[src/rtl/mode_display_counter_mux_macros.svh]
// ----------------------------------------------------------------------------
// mode display counter mux assertion macros
// shared concurrent check forms, sampled on clk and quiet while arst_n is low
// ----------------------------------------------------------------------------
`ifndef MODE_DISPLAY_COUNTER_MUX_MACROS_SVH
`define MODE_DISPLAY_COUNTER_MUX_MACROS_SVH

// condition that holds at every clock edge out of reset
`define MDCM_ALWAYS(lbl, cond, msg) \
	lbl: assert property (@(posedge clk) disable iff (!arst_n) (cond)) else $error(msg);

// condition that forces a consequence at the next clock edge
`define MDCM_NEXT(lbl, ante, cons, msg) \
	lbl: assert property (@(posedge clk) disable iff (!arst_n) (ante) |=> (cons)) \
		else $error(msg);

`endif

[src/rtl/mdcm_pkg.sv]
// ----------------------------------------------------------------------------
// mdcm_pkg
// shared widths, codes, segment tables and bcd helpers for the display mux
// ----------------------------------------------------------------------------
package mdcm_pkg;

	localparam int OP_W     = 3;
	localparam int RW_W     = 31;
	localparam int DEN_W    = 4;
	localparam int SEG_W    = 7;
	localparam int MODE_W   = 2;
	localparam int XPER_W   = 10;
	localparam int CPER_W   = 10;
	localparam int ZPER_W   = 11;
	localparam int LIM_W    = 14;
	localparam int CFG_IDX_W = 2;
	localparam int CFG_W    = 14;
	localparam int BCD_W    = 16;

	typedef enum logic [OP_W-1:0] {
		OP_TICK   = 3'd0,
		OP_SEL_X  = 3'd1,
		OP_SEL_Y  = 3'd2,
		OP_SEL_Z  = 3'd3,
		OP_TOGGLE = 3'd4
	} op_e;

	typedef enum logic [MODE_W-1:0] {
		MODE_IDLE = 2'd0,
		MODE_X    = 2'd1,
		MODE_Y    = 2'd2,
		MODE_Z    = 2'd3
	} mode_e;

	typedef enum logic [CFG_IDX_W-1:0] {
		REG_X_PERIOD     = 2'd0,
		REG_COUNT_PERIOD = 2'd1,
		REG_Z_PERIOD     = 2'd2,
		REG_COUNT_LIMIT  = 2'd3
	} cfg_reg_e;

	// reset values of the registers
	localparam logic [XPER_W-1:0] X_PERIOD_RST     = 10'd500;
	localparam logic [CPER_W-1:0] COUNT_PERIOD_RST = 10'd10;
	localparam logic [ZPER_W-1:0] Z_PERIOD_RST     = 11'd1200;
	localparam logic [LIM_W-1:0]  COUNT_LIMIT_RST  = 14'd9999;

	localparam logic [LIM_W-1:0] CNT_MAX = 14'd9999;
	localparam logic [5:0]       X_BASE  = 6'd20;

	// rw mod 999: quotient estimate by reciprocal, low 11 bits finish the job
	localparam int               Z_SHIFT  = 41;
	localparam logic [31:0]      RECIP_Z  = 32'((64'd1 << Z_SHIFT) / 64'd999);
	localparam logic [10:0]      Z_MOD_11 = 11'd999;

	// segment table indexes for the non-digit glyphs
	localparam logic [4:0] SEG_A    = 5'd10;
	localparam logic [4:0] SEG_F    = 5'd15;
	localparam logic [4:0] SEG_DASH = 5'd16;

	// front pipeline to state stage
	typedef struct packed {
		logic        valid;
		op_e         op;
		logic [7:0]  x_bcd;
		logic [11:0] z_bcd;
	} front_item_t;

	function automatic logic [SEG_W-1:0] seg_of(input logic [4:0] idx);
		logic [SEG_W-1:0] s;
		case (idx)
			5'd0:    s = 7'h01;
			5'd1:    s = 7'h4F;
			5'd2:    s = 7'h12;
			5'd3:    s = 7'h06;
			5'd4:    s = 7'h4C;
			5'd5:    s = 7'h24;
			5'd6:    s = 7'h20;
			5'd7:    s = 7'h0F;
			5'd8:    s = 7'h00;
			5'd9:    s = 7'h04;
			5'd10:   s = 7'h08;
			5'd11:   s = 7'h60;
			5'd12:   s = 7'h31;
			5'd13:   s = 7'h42;
			5'd14:   s = 7'h30;
			5'd15:   s = 7'h38;
			default: s = 7'h7E;
		endcase
		return s;
	endfunction

	function automatic logic [DEN_W-1:0] strobe_of(input logic [1:0] pos);
		logic [DEN_W-1:0] s;
		case (pos)
			2'd0:    s = 4'hE;
			2'd1:    s = 4'hD;
			2'd2:    s = 4'hB;
			default: s = 4'h7;
		endcase
		return s;
	endfunction

	// one double-dabble step: adjust every digit, then shift in one bit
	function automatic logic [BCD_W-1:0] dd_step(input logic [BCD_W-1:0] acc, input logic b);
		logic [BCD_W-1:0] t;
		t = acc;
		for (int d = 0; d < 4; d++) begin
			if (t[4*d +: 4] >= 4'd5)
				t[4*d +: 4] = t[4*d +: 4] + 4'd3;
		end
		return {t[BCD_W-2:0], b};
	endfunction

	function automatic logic [BCD_W-1:0] bcd_inc(input logic [BCD_W-1:0] v);
		logic [BCD_W-1:0] r;
		logic             c;
		r = v;
		c = 1'b1;
		for (int d = 0; d < 4; d++) begin
			if (c) begin
				if (r[4*d +: 4] == 4'd9) begin
					r[4*d +: 4] = 4'd0;
				end else begin
					r[4*d +: 4] = r[4*d +: 4] + 4'd1;
					c = 1'b0;
				end
			end
		end
		return r;
	endfunction

	function automatic logic [BCD_W-1:0] bcd_dec(input logic [BCD_W-1:0] v);
		logic [BCD_W-1:0] r;
		logic             b;
		r = v;
		b = 1'b1;
		for (int d = 0; d < 4; d++) begin
			if (b) begin
				if (r[4*d +: 4] == 4'd0) begin
					r[4*d +: 4] = 4'd9;
				end else begin
					r[4*d +: 4] = r[4*d +: 4] - 4'd1;
					b = 1'b0;
				end
			end
		end
		return r;
	endfunction

endpackage

[src/rtl/mdcm_in_if.sv]
// ----------------------------------------------------------------------------
// mdcm_in_if
// event channel: operation code and random source word
// ----------------------------------------------------------------------------
interface mdcm_in_if;
	import mdcm_pkg::*;

	logic                valid;
	logic                ready;
	logic [OP_W-1:0]     operation;
	logic [RW_W-1:0]     random_word;

	modport source (output valid, operation, random_word, input ready);
	modport sink   (input valid, operation, random_word, output ready);
endinterface

[src/rtl/mdcm_out_if.sv]
// ----------------------------------------------------------------------------
// mdcm_out_if
// display channel: digit strobes, segment pattern and active mode
// ----------------------------------------------------------------------------
interface mdcm_out_if;
	import mdcm_pkg::*;

	logic                valid;
	logic                ready;
	logic [DEN_W-1:0]    digit_enable;
	logic [SEG_W-1:0]    segments;
	logic [MODE_W-1:0]   active_mode;

	modport source (output valid, digit_enable, segments, active_mode, input ready);
	modport sink   (input valid, digit_enable, segments, active_mode, output ready);
endinterface

[src/rtl/mdcm_front.sv]
// ----------------------------------------------------------------------------
// mdcm_front
// four-stage front pipeline: random word mod 31 and mod 999, then to bcd
// ----------------------------------------------------------------------------
module mdcm_front (
	input  logic                  clk,
	input  logic                  arst_n,
	mdcm_in_if.sink               ev,
	output mdcm_pkg::front_item_t item,
	input  logic                  item_ready
);
	import mdcm_pkg::*;

	logic v_s1, v_s2, v_s3, v_s4;
	logic adv1, adv2, adv3, adv4;

	op_e             op_s1, op_s2, op_s3, op_s4;
	logic [RW_W-1:0] rw_s1;
	logic [4:0]      xr_s2, xr_s3;
	logic [21:0]     qz_s2;
	logic [10:0]     rwlo_s2;
	logic [9:0]      zr_s3;
	logic [7:0]      xbcd_s4;
	logic [11:0]     zbcd_s4;

	// stage 2 logic
	logic [7:0]  xsum;
	logic [5:0]  xfold;
	logic [4:0]  xr;
	logic [62:0] prod;

	// stage 3 logic
	logic [10:0] zm;
	logic [10:0] zraw;
	logic [9:0]  zr;

	// stage 4 logic
	logic [9:0]       zv;
	logic [5:0]       xv;
	logic [BCD_W-1:0] zacc;
	logic [BCD_W-1:0] xacc;

	// a stage takes a new item when empty or when its item moves on
	assign adv4     = !v_s4 || item_ready;
	assign adv3     = !v_s3 || adv4;
	assign adv2     = !v_s2 || adv3;
	assign adv1     = !v_s1 || adv2;
	assign ev.ready = adv1;

	always_ff @(posedge clk or negedge arst_n) begin
		if (!arst_n) begin
			v_s1 <= 1'b0;
			v_s2 <= 1'b0;
			v_s3 <= 1'b0;
			v_s4 <= 1'b0;
		end else begin
			if (adv1) v_s1 <= ev.valid;
			if (adv2) v_s2 <= v_s1;
			if (adv3) v_s3 <= v_s2;
			if (adv4) v_s4 <= v_s3;
		end
	end

	// 2^5 is 1 mod 31, so 5-bit chunks add up to the same residue
	always_comb begin
		xsum = 8'(rw_s1[4:0]) + 8'(rw_s1[9:5]) + 8'(rw_s1[14:10]) + 8'(rw_s1[19:15])
			+ 8'(rw_s1[24:20]) + 8'(rw_s1[29:25]) + 8'(rw_s1[30]);
		xfold = 6'(xsum[4:0]) + 6'(xsum[7:5]);
		xr = (xfold >= 6'd31) ? 5'(xfold - 6'd31) : xfold[4:0];
		prod = 63'(rw_s1) * 63'(RECIP_Z);
	end

	// quotient estimate is exact or one short: remainder below 2 * 999
	always_comb begin
		zm = qz_s2[10:0] * Z_MOD_11;
		zraw = rwlo_s2 - zm;
		zr = (zraw >= Z_MOD_11) ? 10'(zraw - Z_MOD_11) : zraw[9:0];
	end

	always_comb begin
		zv = zr_s3 + 10'd1;
		xv = X_BASE + {1'b0, xr_s3};
		zacc = {13'b0, zv[9:7]};
		for (int i = 6; i >= 0; i--)
			zacc = dd_step(zacc, zv[i]);
		xacc = {13'b0, xv[5:3]};
		for (int i = 2; i >= 0; i--)
			xacc = dd_step(xacc, xv[i]);
	end

	always_ff @(posedge clk) begin
		if (adv1) begin
			op_s1 <= op_e'(ev.operation);
			rw_s1 <= ev.random_word;
		end
		if (adv2) begin
			op_s2   <= op_s1;
			xr_s2   <= xr;
			qz_s2   <= prod[62:Z_SHIFT];
			rwlo_s2 <= rw_s1[10:0];
		end
		if (adv3) begin
			op_s3 <= op_s2;
			xr_s3 <= xr_s2;
			zr_s3 <= zr;
		end
		if (adv4) begin
			op_s4   <= op_s3;
			xbcd_s4 <= xacc[7:0];
			zbcd_s4 <= zacc[11:0];
		end
	end

	assign item.valid = v_s4;
	assign item.op    = op_s4;
	assign item.x_bcd = xbcd_s4;
	assign item.z_bcd = zbcd_s4;

endmodule

[src/rtl/mode_display_counter_mux.sv]
// ----------------------------------------------------------------------------
// mode_display_counter_mux
// four-digit multiplexed seven-segment driver with random and counter modes
// ----------------------------------------------------------------------------
//  channel    dir   handshake      payload
//  event_ch   in    valid/ready    operation[2:0], random_word[30:0]
//  disp_ch    out   valid/ready    digit_enable[3:0], segments[6:0], active_mode[1:0]
//  cfg        in    cfg_wr_en      cfg_index[1:0], cfg_wdata[13:0]
//
//  one item per cycle sustained while disp_ch is ready; a taken item passes
//  the front stages for the remainders and bcd, then the state update that
//  loads the result register
//  reset clears mode, scan, direction, prescalers, values and all valids
//  the limit in bcd follows a count_limit write via lim_hi_q, then lim_bcd_q
//  each stage holds while the next one holds, so bubbles close up under a
//  stalled display and new items keep coming in until all stages are full
// ----------------------------------------------------------------------------
`include "mode_display_counter_mux_macros.svh"

module mode_display_counter_mux (
	input  logic                             clk,
	input  logic                             arst_n,
	input  logic                             cfg_wr_en,
	input  logic [mdcm_pkg::CFG_IDX_W-1:0]   cfg_index,
	input  logic [mdcm_pkg::CFG_W-1:0]       cfg_wdata,
	mdcm_in_if.sink                          event_ch,
	mdcm_out_if.source                       disp_ch
);
	import mdcm_pkg::*;

	// configuration registers
	logic [XPER_W-1:0] x_period_q;
	logic [CPER_W-1:0] count_period_q;
	logic [ZPER_W-1:0] z_period_q;
	logic [LIM_W-1:0]  count_limit_q;

	// clamped limit, binary and bcd, two-step conversion
	logic [LIM_W-1:0]  lim_c;
	logic [BCD_W-1:0]  lim_acc_a;
	logic [BCD_W-1:0]  lim_acc_b;
	logic [LIM_W-1:0]  lim_bin_q;
	logic [BCD_W-1:0]  lim_hi_q;
	logic [6:0]        lim_lo_q;
	logic [BCD_W-1:0]  lim_bcd_q;

	// display state
	mode_e             mode_q, mode_n;
	logic [1:0]        scan_q, scan_n;
	logic              down_q, down_n;
	logic [XPER_W-1:0] xpre_q, xpre_n;
	logic [CPER_W-1:0] cpre_q, cpre_n;
	logic [ZPER_W-1:0] zpre_q, zpre_n;
	logic [LIM_W-1:0]  cnt_q, cnt_n;
	logic [BCD_W-1:0]  cbcd_q, cbcd_n;
	logic [7:0]        xbcd_q, xbcd_n;
	logic [11:0]       zbcd_q, zbcd_n;

	// prescaler next counts, one bit wider so the compare cannot wrap
	logic [XPER_W:0]   x_next;
	logic [CPER_W:0]   c_next;
	logic [ZPER_W:0]   z_next;

	// result register
	logic              out_v_s5;
	logic [DEN_W-1:0]  den_s5;
	logic [SEG_W-1:0]  seg_s5;
	mode_e             mode_s5;
	logic [DEN_W-1:0]  den_n;
	logic [4:0]        seg_idx;

	front_item_t       fr;
	logic              adv5;
	logic              take;

	mdcm_front u_front (
		.clk        (clk),
		.arst_n     (arst_n),
		.ev         (event_ch),
		.item       (fr),
		.item_ready (adv5)
	);

	// result register frees up when empty or being read
	assign adv5 = !out_v_s5 || disp_ch.ready;
	assign take = adv5 && fr.valid;

	// ---- configuration writes ----
	always_ff @(posedge clk or negedge arst_n) begin
		if (!arst_n) begin
			x_period_q     <= X_PERIOD_RST;
			count_period_q <= COUNT_PERIOD_RST;
			z_period_q     <= Z_PERIOD_RST;
			count_limit_q  <= COUNT_LIMIT_RST;
		end else if (cfg_wr_en) begin
			case (cfg_reg_e'(cfg_index))
				REG_X_PERIOD:     x_period_q     <= cfg_wdata[XPER_W-1:0];
				REG_COUNT_PERIOD: count_period_q <= cfg_wdata[CPER_W-1:0];
				REG_Z_PERIOD:     z_period_q     <= cfg_wdata[ZPER_W-1:0];
				REG_COUNT_LIMIT:  count_limit_q  <= cfg_wdata[LIM_W-1:0];
				default: ;
			endcase
		end
	end

	// ---- limit to bcd: upper seven bits, then lower seven ----
	always_comb begin
		lim_c = (count_limit_q > CNT_MAX) ? CNT_MAX : count_limit_q;
		lim_acc_a = {13'b0, lim_c[13:11]};
		for (int i = 10; i >= 7; i--)
			lim_acc_a = dd_step(lim_acc_a, lim_c[i]);
		lim_acc_b = lim_hi_q;
		for (int i = 6; i >= 0; i--)
			lim_acc_b = dd_step(lim_acc_b, lim_lo_q[i]);
	end

	always_ff @(posedge clk) begin
		lim_bin_q <= lim_c;
		lim_hi_q  <= lim_acc_a;
		lim_lo_q  <= lim_c[6:0];
		lim_bcd_q <= lim_acc_b;
	end

	// ---- state update for the item leaving the front pipeline ----
	always_comb begin
		mode_n = mode_q;
		scan_n = scan_q;
		down_n = down_q;
		xpre_n = xpre_q;
		cpre_n = cpre_q;
		zpre_n = zpre_q;
		cnt_n  = cnt_q;
		cbcd_n = cbcd_q;
		xbcd_n = xbcd_q;
		zbcd_n = zbcd_q;

		x_next = {1'b0, xpre_q} + 11'd1;
		c_next = {1'b0, cpre_q} + 11'd1;
		z_next = {1'b0, zpre_q} + 12'd1;

		case (fr.op)
			OP_TICK: begin
				scan_n = scan_q + 2'd1;
				case (mode_q)
					MODE_X: begin
						// period zero or lowered below the count fires at once
						if (x_next >= {1'b0, x_period_q}) begin
							xpre_n = '0;
							xbcd_n = fr.x_bcd;
						end else begin
							xpre_n = x_next[XPER_W-1:0];
						end
					end
					MODE_Y: begin
						if (c_next >= {1'b0, count_period_q}) begin
							cpre_n = '0;
							if (!down_q) begin
								// above a lowered limit also wraps to zero
								if (cnt_q < lim_bin_q) begin
									cnt_n  = cnt_q + 14'd1;
									cbcd_n = bcd_inc(cbcd_q);
								end else begin
									cnt_n  = '0;
									cbcd_n = '0;
								end
							end else begin
								if (cnt_q != '0 && cnt_q <= lim_bin_q) begin
									cnt_n  = cnt_q - 14'd1;
									cbcd_n = bcd_dec(cbcd_q);
								end else begin
									cnt_n  = lim_bin_q;
									cbcd_n = lim_bcd_q;
								end
							end
						end else begin
							cpre_n = c_next[CPER_W-1:0];
						end
					end
					MODE_Z: begin
						if (z_next >= {1'b0, z_period_q}) begin
							zpre_n = '0;
							zbcd_n = fr.z_bcd;
						end else begin
							zpre_n = z_next[ZPER_W-1:0];
						end
					end
					default: ;
				endcase
			end
			OP_SEL_X:  mode_n = MODE_X;
			OP_SEL_Y:  mode_n = MODE_Y;
			OP_SEL_Z:  mode_n = MODE_Z;
			OP_TOGGLE: down_n = !down_q;
			// unused codes change nothing, the display is shown again
			default: ;
		endcase

		// glyph for the strobed digit, taken from the updated state
		case (mode_n)
			MODE_X: begin
				case (scan_n)
					2'd0:    seg_idx = {1'b0, xbcd_n[3:0]};
					2'd1:    seg_idx = {1'b0, xbcd_n[7:4]};
					2'd2:    seg_idx = SEG_DASH;
					default: seg_idx = SEG_A;
				endcase
			end
			MODE_Y:  seg_idx = {1'b0, cbcd_n[{scan_n, 2'b00} +: 4]};
			MODE_Z: begin
				case (scan_n)
					2'd0:    seg_idx = SEG_F;
					2'd1:    seg_idx = {1'b0, zbcd_n[3:0]};
					2'd2:    seg_idx = {1'b0, zbcd_n[7:4]};
					default: seg_idx = {1'b0, zbcd_n[11:8]};
				endcase
			end
			default: seg_idx = SEG_DASH;
		endcase

		// idle lights every digit with the dash
		den_n = (mode_n == MODE_IDLE) ? '0 : strobe_of(scan_n);
	end

	always_ff @(posedge clk or negedge arst_n) begin
		if (!arst_n) begin
			mode_q <= MODE_IDLE;
			scan_q <= '0;
			down_q <= 1'b0;
			xpre_q <= '0;
			cpre_q <= '0;
			zpre_q <= '0;
			cnt_q  <= '0;
			cbcd_q <= '0;
			xbcd_q <= '0;
			zbcd_q <= '0;
		end else if (take) begin
			mode_q <= mode_n;
			scan_q <= scan_n;
			down_q <= down_n;
			xpre_q <= xpre_n;
			cpre_q <= cpre_n;
			zpre_q <= zpre_n;
			cnt_q  <= cnt_n;
			cbcd_q <= cbcd_n;
			xbcd_q <= xbcd_n;
			zbcd_q <= zbcd_n;
		end
	end

	// ---- result register ----
	always_ff @(posedge clk or negedge arst_n) begin
		if (!arst_n)
			out_v_s5 <= 1'b0;
		else if (adv5)
			out_v_s5 <= fr.valid;
	end

	always_ff @(posedge clk) begin
		if (take) begin
			den_s5  <= den_n;
			seg_s5  <= seg_of(seg_idx);
			mode_s5 <= mode_n;
		end
	end

	assign disp_ch.valid        = out_v_s5;
	assign disp_ch.digit_enable = den_s5;
	assign disp_ch.segments     = seg_s5;
	assign disp_ch.active_mode  = mode_s5;

	// ---- checks ----
	`MDCM_ALWAYS(a_cnt_range, cnt_q <= CNT_MAX, "counter above 9999")
	`MDCM_ALWAYS(a_cnt_bcd_digits, (cbcd_q[3:0] <= 4'd9) && (cbcd_q[7:4] <= 4'd9) && (cbcd_q[11:8] <= 4'd9) && (cbcd_q[15:12] <= 4'd9), "counter digit not decimal")
	`MDCM_NEXT(a_scan_hold, !take, $stable(scan_q), "scan moved without an item")
	`MDCM_NEXT(a_mode_hold, !take, $stable(mode_q), "mode moved without an item")

endmodule
[src/flat_wrapper.sv]
// flat-port wrapper written by rule: the top's interface ports become plain ports
module mode_display_counter_mux_flat import mdcm_pkg::*;
  (clk, arst_n, cfg_wr_en, cfg_index, cfg_wdata, event_ch_valid, event_ch_operation, event_ch_random_word, event_ch_ready, disp_ch_valid, disp_ch_digit_enable, disp_ch_segments, disp_ch_active_mode, disp_ch_ready);
  mdcm_in_if event_ch_i ();
  mdcm_out_if disp_ch_i ();
  input  logic clk;
  input  logic arst_n;
  input  logic cfg_wr_en;
  input  logic [mdcm_pkg::CFG_IDX_W-1:0] cfg_index;
  input  logic [mdcm_pkg::CFG_W-1:0] cfg_wdata;
  input wire logic [$bits(event_ch_i.valid)-1:0] event_ch_valid;
  input wire logic [$bits(event_ch_i.operation)-1:0] event_ch_operation;
  input wire logic [$bits(event_ch_i.random_word)-1:0] event_ch_random_word;
  output wire logic [$bits(event_ch_i.ready)-1:0] event_ch_ready;
  output wire logic [$bits(disp_ch_i.valid)-1:0] disp_ch_valid;
  output wire logic [$bits(disp_ch_i.digit_enable)-1:0] disp_ch_digit_enable;
  output wire logic [$bits(disp_ch_i.segments)-1:0] disp_ch_segments;
  output wire logic [$bits(disp_ch_i.active_mode)-1:0] disp_ch_active_mode;
  input wire logic [$bits(disp_ch_i.ready)-1:0] disp_ch_ready;
  assign event_ch_i.valid = event_ch_valid;
  assign event_ch_i.operation = event_ch_operation;
  assign event_ch_i.random_word = event_ch_random_word;
  assign event_ch_ready = event_ch_i.ready;
  assign disp_ch_valid = disp_ch_i.valid;
  assign disp_ch_digit_enable = disp_ch_i.digit_enable;
  assign disp_ch_segments = disp_ch_i.segments;
  assign disp_ch_active_mode = disp_ch_i.active_mode;
  assign disp_ch_i.ready = disp_ch_ready;
  mode_display_counter_mux u_core (.clk(clk), .arst_n(arst_n), .cfg_wr_en(cfg_wr_en), .cfg_index(cfg_index), .cfg_wdata(cfg_wdata), .event_ch(event_ch_i), .disp_ch(disp_ch_i));
endmodule
[config.mk]
export PLATFORM = sky130hd
export DESIGN_NAME = mode_display_counter_mux_flat
export DESIGN_NICKNAME = d
export VERILOG_FILES = /design/src/rtl/mdcm_pkg.sv /design/src/rtl/mdcm_in_if.sv /design/src/rtl/mdcm_out_if.sv /design/src/rtl/mdcm_front.sv /design/src/rtl/mode_display_counter_mux.sv /design/src/flat_wrapper.sv
export VERILOG_INCLUDE_DIRS = /design/src /design/src/rtl
export SDC_FILE = /design/constraint.sdc
export NUM_CORES = 1
export LEC_CHECK = 0
export BUFFER_PORTS_ARGS = -buffer_cell sky130_fd_sc_hd__buf_4
export CAP_MARGIN = 20
export CELL_PAD_IN_SITES_DETAIL_PLACEMENT = 1
export CELL_PAD_IN_SITES_GLOBAL_PLACEMENT = 1
export CORE_AREA = 4 4 277 279
export DETAILED_ROUTE_END_ITERATION = 16
export DIE_AREA = 0 0 281 283
export HOLD_SLACK_MARGIN = 0.12
export PLACE_DENSITY_LB_ADDON = 0.12
export SLEW_MARGIN = 40
export SYNTH_ARGS = -nofsm -noshare
export SYNTH_HDL_FRONTEND = slang
export SYNTH_SLANG_ARGS = --single-unit
[constraint.sdc]
create_clock -name clk -period 7.5 [get_ports clk]
set_clock_uncertainty 0.2 [all_clocks]
set_input_delay 0 -clock clk [delete_from_list [all_inputs] [get_ports clk]]
set_output_delay 0 -clock clk [all_outputs]
set_load 0.03 [all_outputs]
==> results of run 1 <==
-- flip-flops by register name, summed over array words and instances (netlist names), 12 cells and up --
register	cells
u_core.u_front.rw_s1	31
u_core.lim_bin_q	14
u_core.count_limit_q	14
u_core.zbcd_q	12
u_core.lim_bcd_q	16
u_core.u_front.zbcd_s4	12
u_core.cnt_q	14
u_core.cbcd_q	16
-- worst max-delay path, delay by kind of cell (launching register included) --
family / cells / cell delay, ps
AO/OA/AOI/OAI: 9 / 2020
adder cells (fa/ha/maj): 7 / 1410
AND/OR/NAND/NOR: 10 / 1280
XOR/XNOR: 6 / 1180
buffers and inverters: 5 / 400
flip-flops: 1 / 340
multiplexers: 1 / 300
-- repair_timing --
item | in CTS | in global routing
hold buffers | 120 | 0
endpoints found under the setup margin | 24 | 29
setup buffers | 15 | 26
pin swaps | 14 | 37
gates resized for setup | 41 | 85
endpoints found under the hold margin | 229 | 0
-- layout by cell type (no fill, tap or decap), types with 10 or more instances in the layout --
cell / Yosys / routed
a2111oi_0: 16 / 10
a211oi_1: 25 / 21
a21boi_0: 16 / 13
a21o_1: 43 / 43
a21oi_1: 128 / 122
a31oi_1: 20 / 19
and2_1: 14 / 13
and3_1: 29 / 29
buf_4: 0 / 170
clkbuf_16: 0 / 38
dfrtp_1: 116 / 115
dfstp_2: 20 / 20
dfxtp_1: 38 / 35
dlygate4sd3_1: 0 / 119
edfxtp_1: 117 / 117
fa_1: 214 / 214
ha_1: 468 / 448
ha_2: 0 / 15
inv_1: 487 / 480
mux2_2: 84 / 81
mux2i_1: 54 / 49
nand2_1: 175 / 172
nand2b_1: 48 / 43
nand3_1: 94 / 91
nor2_1: 153 / 147
nor2b_1: 31 / 26
nor3_1: 45 / 45
nor3b_1: 20 / 18
o211ai_1: 19 / 19
o21a_1: 15 / 14
o21ai_0: 180 / 176
o22ai_1: 15 / 15
or2_2: 14 / 14
or3_1: 11 / 11
xnor2_1: 100 / 90
xnor2_2: 1 / 10
xor2_1: 43 / 38
-- cells by family (layout without fill, tap and decap cells) --
group	after synthesis	after routing	synth area share [%]
buf+inv	555	854	6.95
other cells	1	3	0.0124
simple gates	694	694	11.5
xor+xnor	146	146	4.37
compound gates	614	614	13.3
fa+ha+maj	683	683	33.5
flops	291	291	25.4
mux	141	141	5.07
-- layout make-up --
type                            instances  share of cell area (%)
Sequential cell                       291                    21.6
Tap cell                              969                    3.39
Inverter                              490                    5.15
Clock inverter                         17                   0.550
Clock buffer                           53                    3.07
Timing Repair Buffer                  294                    7.08
Multi-Input combinational cell       2280                    59.2
Antenna cell                            1                 0.00701
-- metrics by stage --
stage / setup WS, ps / utilization (%)
after floorplan: 255 / -
after CTS: 6.36 / 47.4
after global routing: -117 / 48.1
after detailed placement: -518 / 43.6
after global placement: 18.5 / 43.5
final: 231 / 48.1
-- metal layers --
layer	vias up	track usage, %	share of wire [%]
li1	11300	-	-
met1	11900	25.9	41
met2	267	42.3	54
met3	129	2.57	2.5
met4	0	5.94	2.7
met5	-	0	0
-- worst min path at each step --
stage | from | endpoint | slack (ps) | depth (start not counted)
final | disp_ch_ready | u_core.u_front.v_s3 | 180 | 5
after global routing | disp_ch_ready | u_core.u_front.v_s3 | 220 | 5
after CTS | cfg_index[1] | u_core.x_period_q[2] | 130 | 5
after detailed placement | arst_n | u_core.cnt_q[6] | -130 | 1
after global placement | arst_n | u_core.cnt_q[6] | -140 | 1
after floorplan | arst_n | u_core.cbcd_q[0] | -500 | 0
==> run_results.csv, run 1 <==
group,metric,value,unit
clock_network,ctsHtreeMaxLevel,2,
timing,relSlewSlack,41.4,%
synthesis,ys_top_cells_by_area,"ha_1 19%, fa_1 14%, edfxtp_1 12%, dfrtp_1 9.6%, inv_1 6.0%",
status,status,"completed",
synthesis,synth_most_common_cell,"inv_1",
grt,antenna_found_initial,0,
final_layout,syn_to_final_growth,17.8,%
clock_network,insertion_delay,580,ps
clock_network,root_buffer,"clkbuf_16",
synthesis,ys_seq_area_share,25.4,%
placed_design,place_inst,4162,
clock_network,path_clk_slew,60,ps
detailed_routing,wl,88100,um
synthesis,synthDistinctLibCells,104,
clock_network,tritoncts,"built",
clock_network,cts_buffers,38,
worst_setup_path,slowest_stage,"dfxtp_2",
worst_setup_path,reg2reg_to,"u_core.lim_bcd_q[6]",
timing,fin_crit,7270,ps
detailed_routing,viasPerCell,5.38,
worst_setup_path,cp.required,7760,ps
synthesis,yosys.area.top_type,"ha_1",
worst_setup_path,r2r_setup_slack,230,ps
detailed_routing,vias,23600,
worst_setup_path,startpoint,"u_core.lim_hi_q[5]",
detailed_routing,first_pass_iters,5,
floorplan,die_w,281,um
placed_design,io_buffers,69,
detailed_routing,routedWlPerCell,20.0,um
worst_hold_path,hold_path_class,"in2reg",
detailed_routing,antenna_left,0,
floorplan,coreArea,0.0742,sq mm
placed_design,dp_hpwl,68800,um
clock_network,clock_sinks,291,
timing,finalSetupViolations,0,
timing,post-route-period-util,96.9,%
worst_setup_path,rr_startpoint,"u_core.lim_hi_q[5]",
synthesis,ys_seq_elements,291,
job,maxCapViolCount,0,
synthesis,synth_flop_cell,"edfxtp_1",
detailed_routing,drtIter0Drc,949,
floorplan,die_height,283,um
timing,max_clock_freq,138,MHz
synthesis,synth_warnings,0,
final_layout,nFillCells,8251,
synthesis,synthTopCellsByCount,"487 x inv_1, 468 x ha_1, 214 x fa_1",
timing,hold_slack,182,ps
grt,overflow,0,
clock_network,ctsLongestPathBuffers,3,
synthesis,synth_top_area_share,19.3,%
final_layout,drive_above_1_share,14.5,%
timing,drv_slew,0,
placed_design,gp_congestion,0.889,
worst_setup_path,crit_end,"u_core.lim_bcd_q[6]",
worst_setup_path,endpoint_kind,"register",
placed_design,dpl_cell_area,0.0323,sq mm
floorplan,die_area,0.0795,sq mm
worst_setup_path,cp_common_cell,"ha_2",
worst_setup_path,ff2ff_path_depth,38,
synthesis,synth_cells,3125,
timing,timing_hold_violations_final,0,
grt,grt_max_degree,75,
final_layout,fin_cells,4395,
grt,gr-usage-all-layers,22.1,%
synthesis,syn_area_per_cell,9.70,sq um
synthesis,async_flop_share,46.7,%
final_layout,multi_input_area,0.0211,sq mm
final_layout,nets,4132,
synthesis,synth_area,0.0303,sq mm
grt,grt_pass1_wl,142000,um
synthesis,synth_edf_count,117,
final_layout,design_area,0.0357,sq mm
grt,grt_pass1_vias,26500,
floorplan,rows,100,
worst_setup_path,crit_path_max_fanout,4,
timing,worst_pin_slew,856,ps
floorplan,ios,70,
worst_setup_path,worst_ep_arrival_time,7530,ps
final_layout,seq_area,0.00771,sq mm
worst_setup_path,path_class,"reg2reg",
worst_setup_path,max_stage_delay,340,ps
floorplan,initial_core_util,40.9,%
timing,setup_tns,0,ps
detailed_routing,drc,0,
worst_setup_path,critPathLaunchType,"register",
Power of run 1 is not shown: default switching activity piles up to over one toggle a cycle in this logic, so the estimate is an artifact.
==> inputs of run 2 (changes only) <==
Settings changed: ABC_AREA set to 1, CORE_AREA 4 4 277 279 to 4 4 276 278, DIE_AREA 0 0 281 283 to 0 0 280 282.
==> run 2 against run 1 <==
Cell count is 7.0% higher. Die area is 0.71% lower. Global-route usage is 0.43 points lower. Critical path type unchanged.
==> run_results.csv, run 2 <==
group,metric,value,unit
status,status,"completed",
worst_setup_path,path_class,"reg2reg",
worst_setup_path,worst_ep_arrival_time,6880,ps
final_layout,diodes,0,
clock_network,holdBufCountCts,108,
final_layout,nFillCells,8740,
grt,gr-usage-all-layers,21.7,%
floorplan,coreArea,0.0739,sq mm
placed_design,io_buffers,69,
clock_network,clock_sinks,291,
grt,grt_max_degree,64,
detailed_routing,first_pass_iters,4,
floorplan,rows,100,
final_layout,syn_to_final_growth,13.8,%
grt,grt_pass1_vias,26300,
timing,finalSetupViolations,0,
timing,worst_pin_slew,816,ps
clock_network,root_buffer,"clkbuf_16",
synthesis,synth_cells,3508,
worst_setup_path,cp_common_cell,"fa_1",
final_layout,regMostFlops,"u_core.u_front.rw_s1",
worst_setup_path,endpoint_kind,"register",
final_layout,final_cell_mix,"769 x inv_1, 503 x nand2_1, 468 x ha_1, 249 x o21ai_0, 214 x fa_1",
synthesis,synthTopCellsByCount,"772 x inv_1, 504 x nand2_1, 468 x ha_1",
synthesis,synth_top_area_share,19.5,%
floorplan,ios,70,
timing,post-route-period-util,90.3,%
synthesis,syn_area_per_cell,8.55,sq um
synthesis,ys_seq_elements,291,
timing,timing_hold_violations_final,0,
detailed_routing,vias,23800,
final_layout,top_regs,"u_core.u_front.rw_s1 x31, u_core.cbcd_q x16, u_core.lim_bcd_q x16",
floorplan,initial_core_util,40.6,%
clock_network,insertion_delay,580,ps
timing,relSlewSlack,45.6,%
timing,rsz0062_at_grt,"false",
worst_setup_path,max_stage_delay,610,ps
timing,hold_slack,171,ps
synthesis,yosys.area.top_type,"ha_1",
grt,grt_pass1_wl,138000,um
grt,overflow,0,
worst_hold_path,hold_path_class,"in2reg",
clock_network,ctsHtreeMaxLevel,2,
worst_setup_path,cp.required,7600,ps
synthesis,synth_edf_count,117,
floorplan,die_height,282,um
detailed_routing,routedWlPerCell,17.9,um
grt,antenna_found_initial,0,
timing,drv_slew,0,
detailed_routing,viasPerCell,5.07,
clock_network,post_cts.repair.setup_buffers,0,
worst_setup_path,critical_path_buf_inv_count,4,
timing,max_clock_freq,148,MHz
worst_setup_path,critPathLaunchType,"register",
final_layout,mostFrequentLayoutCell,"inv_1",
synthesis,synth_area,0.0300,sq mm
clock_network,path_clk_slew,60,ps
synthesis,synth_warnings,0,
final_layout,largest_reg_flops,31,
clock_network,tritoncts,"built",
clock_network,ctsLongestPathBuffers,3,
synthesis,ys_seq_area_share,25.7,%
clock_network,post_cts.resized_instances,0,
floorplan,die_w,280,um
synthesis,synth_flop_cell,"edfxtp_1",
clock_network,cts_buffers,39,
floorplan,die_area,0.0790,sq mm
detailed_routing,drtIter0Drc,1030,
worst_setup_path,cpLargestDelayFamily,"adder cells",
detailed_routing,antenna_left,0,
timing,setup_tns,0,ps
detailed_routing,drc,0,
worst_setup_path,slowest_stage,"edfxtp_1",
placed_design,gp_congestion,0.890,
worst_setup_path,crit_path_max_fanout,8,
synthesis,async_flop_share,46.7,%
timing,fin_crit,6780,ps
final_layout,nets,4441,
final_layout,drive_above_1_share,8.59,%
synthesis,synthDistinctLibCells,66,
detailed_routing,wl,84300,um
placed_design,dp_hpwl,66800,um
worst_setup_path,crit_path_cell_trace,"ha_1, inv_1, fa_1, inv_1, fa_1, inv_1, fa_1, inv_1, fa_1, fa_1, fa_1, ha_1, nand2_1, o21a_1, o311ai_0, o21a_1, nor2_1, o31ai_1, nand3_1, nand2_1, a31oi_1, xor2_1",
synthesis,synth_most_common_cell,"inv_1",
job,maxCapViolCount,0,
synthesis,ys_top_cells_by_area,"ha_1 20%, fa_1 14%, edfxtp_1 12%, dfrtp_1 9.7%, inv_1 9.7%",
-- run 2: cell types whose count changed after synthesis, sizes merged, moves of 68 or more --
cell and delta:
inv +306, nand3 +68, o21ai +107, mux2 -82, xnor2 -76, nand2 +380
-- run 2: worst min-delay path: stages --
cell and delay, ps:
dlygate4sd3_1 530, buf_4 100, inv_1 100, o21ai_0 170
-- run 2: path summary, 6_finish.rpt --
check / endpoint / startpoint / slack, ps / cells past startpoint
min in group asynchronous: u_core.x_period_q[2] / arst_n / 440 / 3
max in group asynchronous: u_core.zbcd_q[10] / arst_n / 6030 / 4
hold / removal: u_core.count_period_q[2] / cfg_wdata[2] / 170 / 4
setup / recovery: u_core.u_front.qz_s2[8] / u_core.u_front.rw_s1[11] / 720 / 22
setup reg to reg: u_core.u_front.qz_s2[8] / u_core.u_front.rw_s1[11] / 720 / 22
hold reg to reg: u_core.u_front.xr_s3[4] / u_core.u_front.xr_s2[4] / 210 / 0
-- run 2: layout make-up --
| type | count | area (sq um) | area share (%) |
|---|---|---|---|
| multi-input cells | 2379 | 19200 | 56.2 |
| clock inverters | 17 | 171 | 0.502 |
| repair buffers | 197 | 1770 | 5.20 |
| well taps | 969 | 1210 | 3.55 |
| flip-flops and latches | 291 | 7700 | 22.6 |
| inverters | 796 | 2990 | 8.75 |
| clock buffers | 55 | 1120 | 3.28 |
-- run 2: routing by layer --
layer | part of all wire [%] | wire length (um) | global-route usage, %
met4 | 2.0 | 1660 | 4.70
met3 | 2.9 | 2460 | 2.46
met5 | 0 | 0 | 0
met1 | 46 | 38700 | 28.4
met2 | 49 | 41500 | 38.8
-- run 2: cell families (layout without fill, tap and decap cells) --
| group | after synthesis | count (layout) | share of synthesized area, % |
|---|---|---|---|
| other | 1 | 2 | 0.0125 |
| buffers and inverters | 839 | 1065 | 10.5 |
| AOI/OAI and AO/OA | 550 | 550 | 10.5 |
| xor gates and xnor gates | 128 | 128 | 3.87 |
| DFF | 291 | 291 | 25.7 |
| muxes | 9 | 9 | 0.309 |
| and+or+nand+nor | 1008 | 1008 | 15.3 |
| adders and majority gates | 682 | 682 | 33.8 |
-- run 2: metrics by stage --
| stage | cells | setup slack [ps] | cell area [sq um] | utilization, % |
|---|---|---|---|---|
| 6_report | 4704 | 724 | 34100 | 46.2 |
| 2_1_floorplan | 3509 | 1310 | 30000 | - |
| 5_1_grt | 4704 | 58.7 | 34100 | 46.2 |
| 3_3_place_gp | 4523 | 772 | 31700 | 42.9 |
| 3_5_place_dp | 4524 | 761 | 31700 | 42.9 |
| 4_1_cts | 4704 | 705 | 34100 | 46.1 |
Power of run 2 is left out for the same reason.
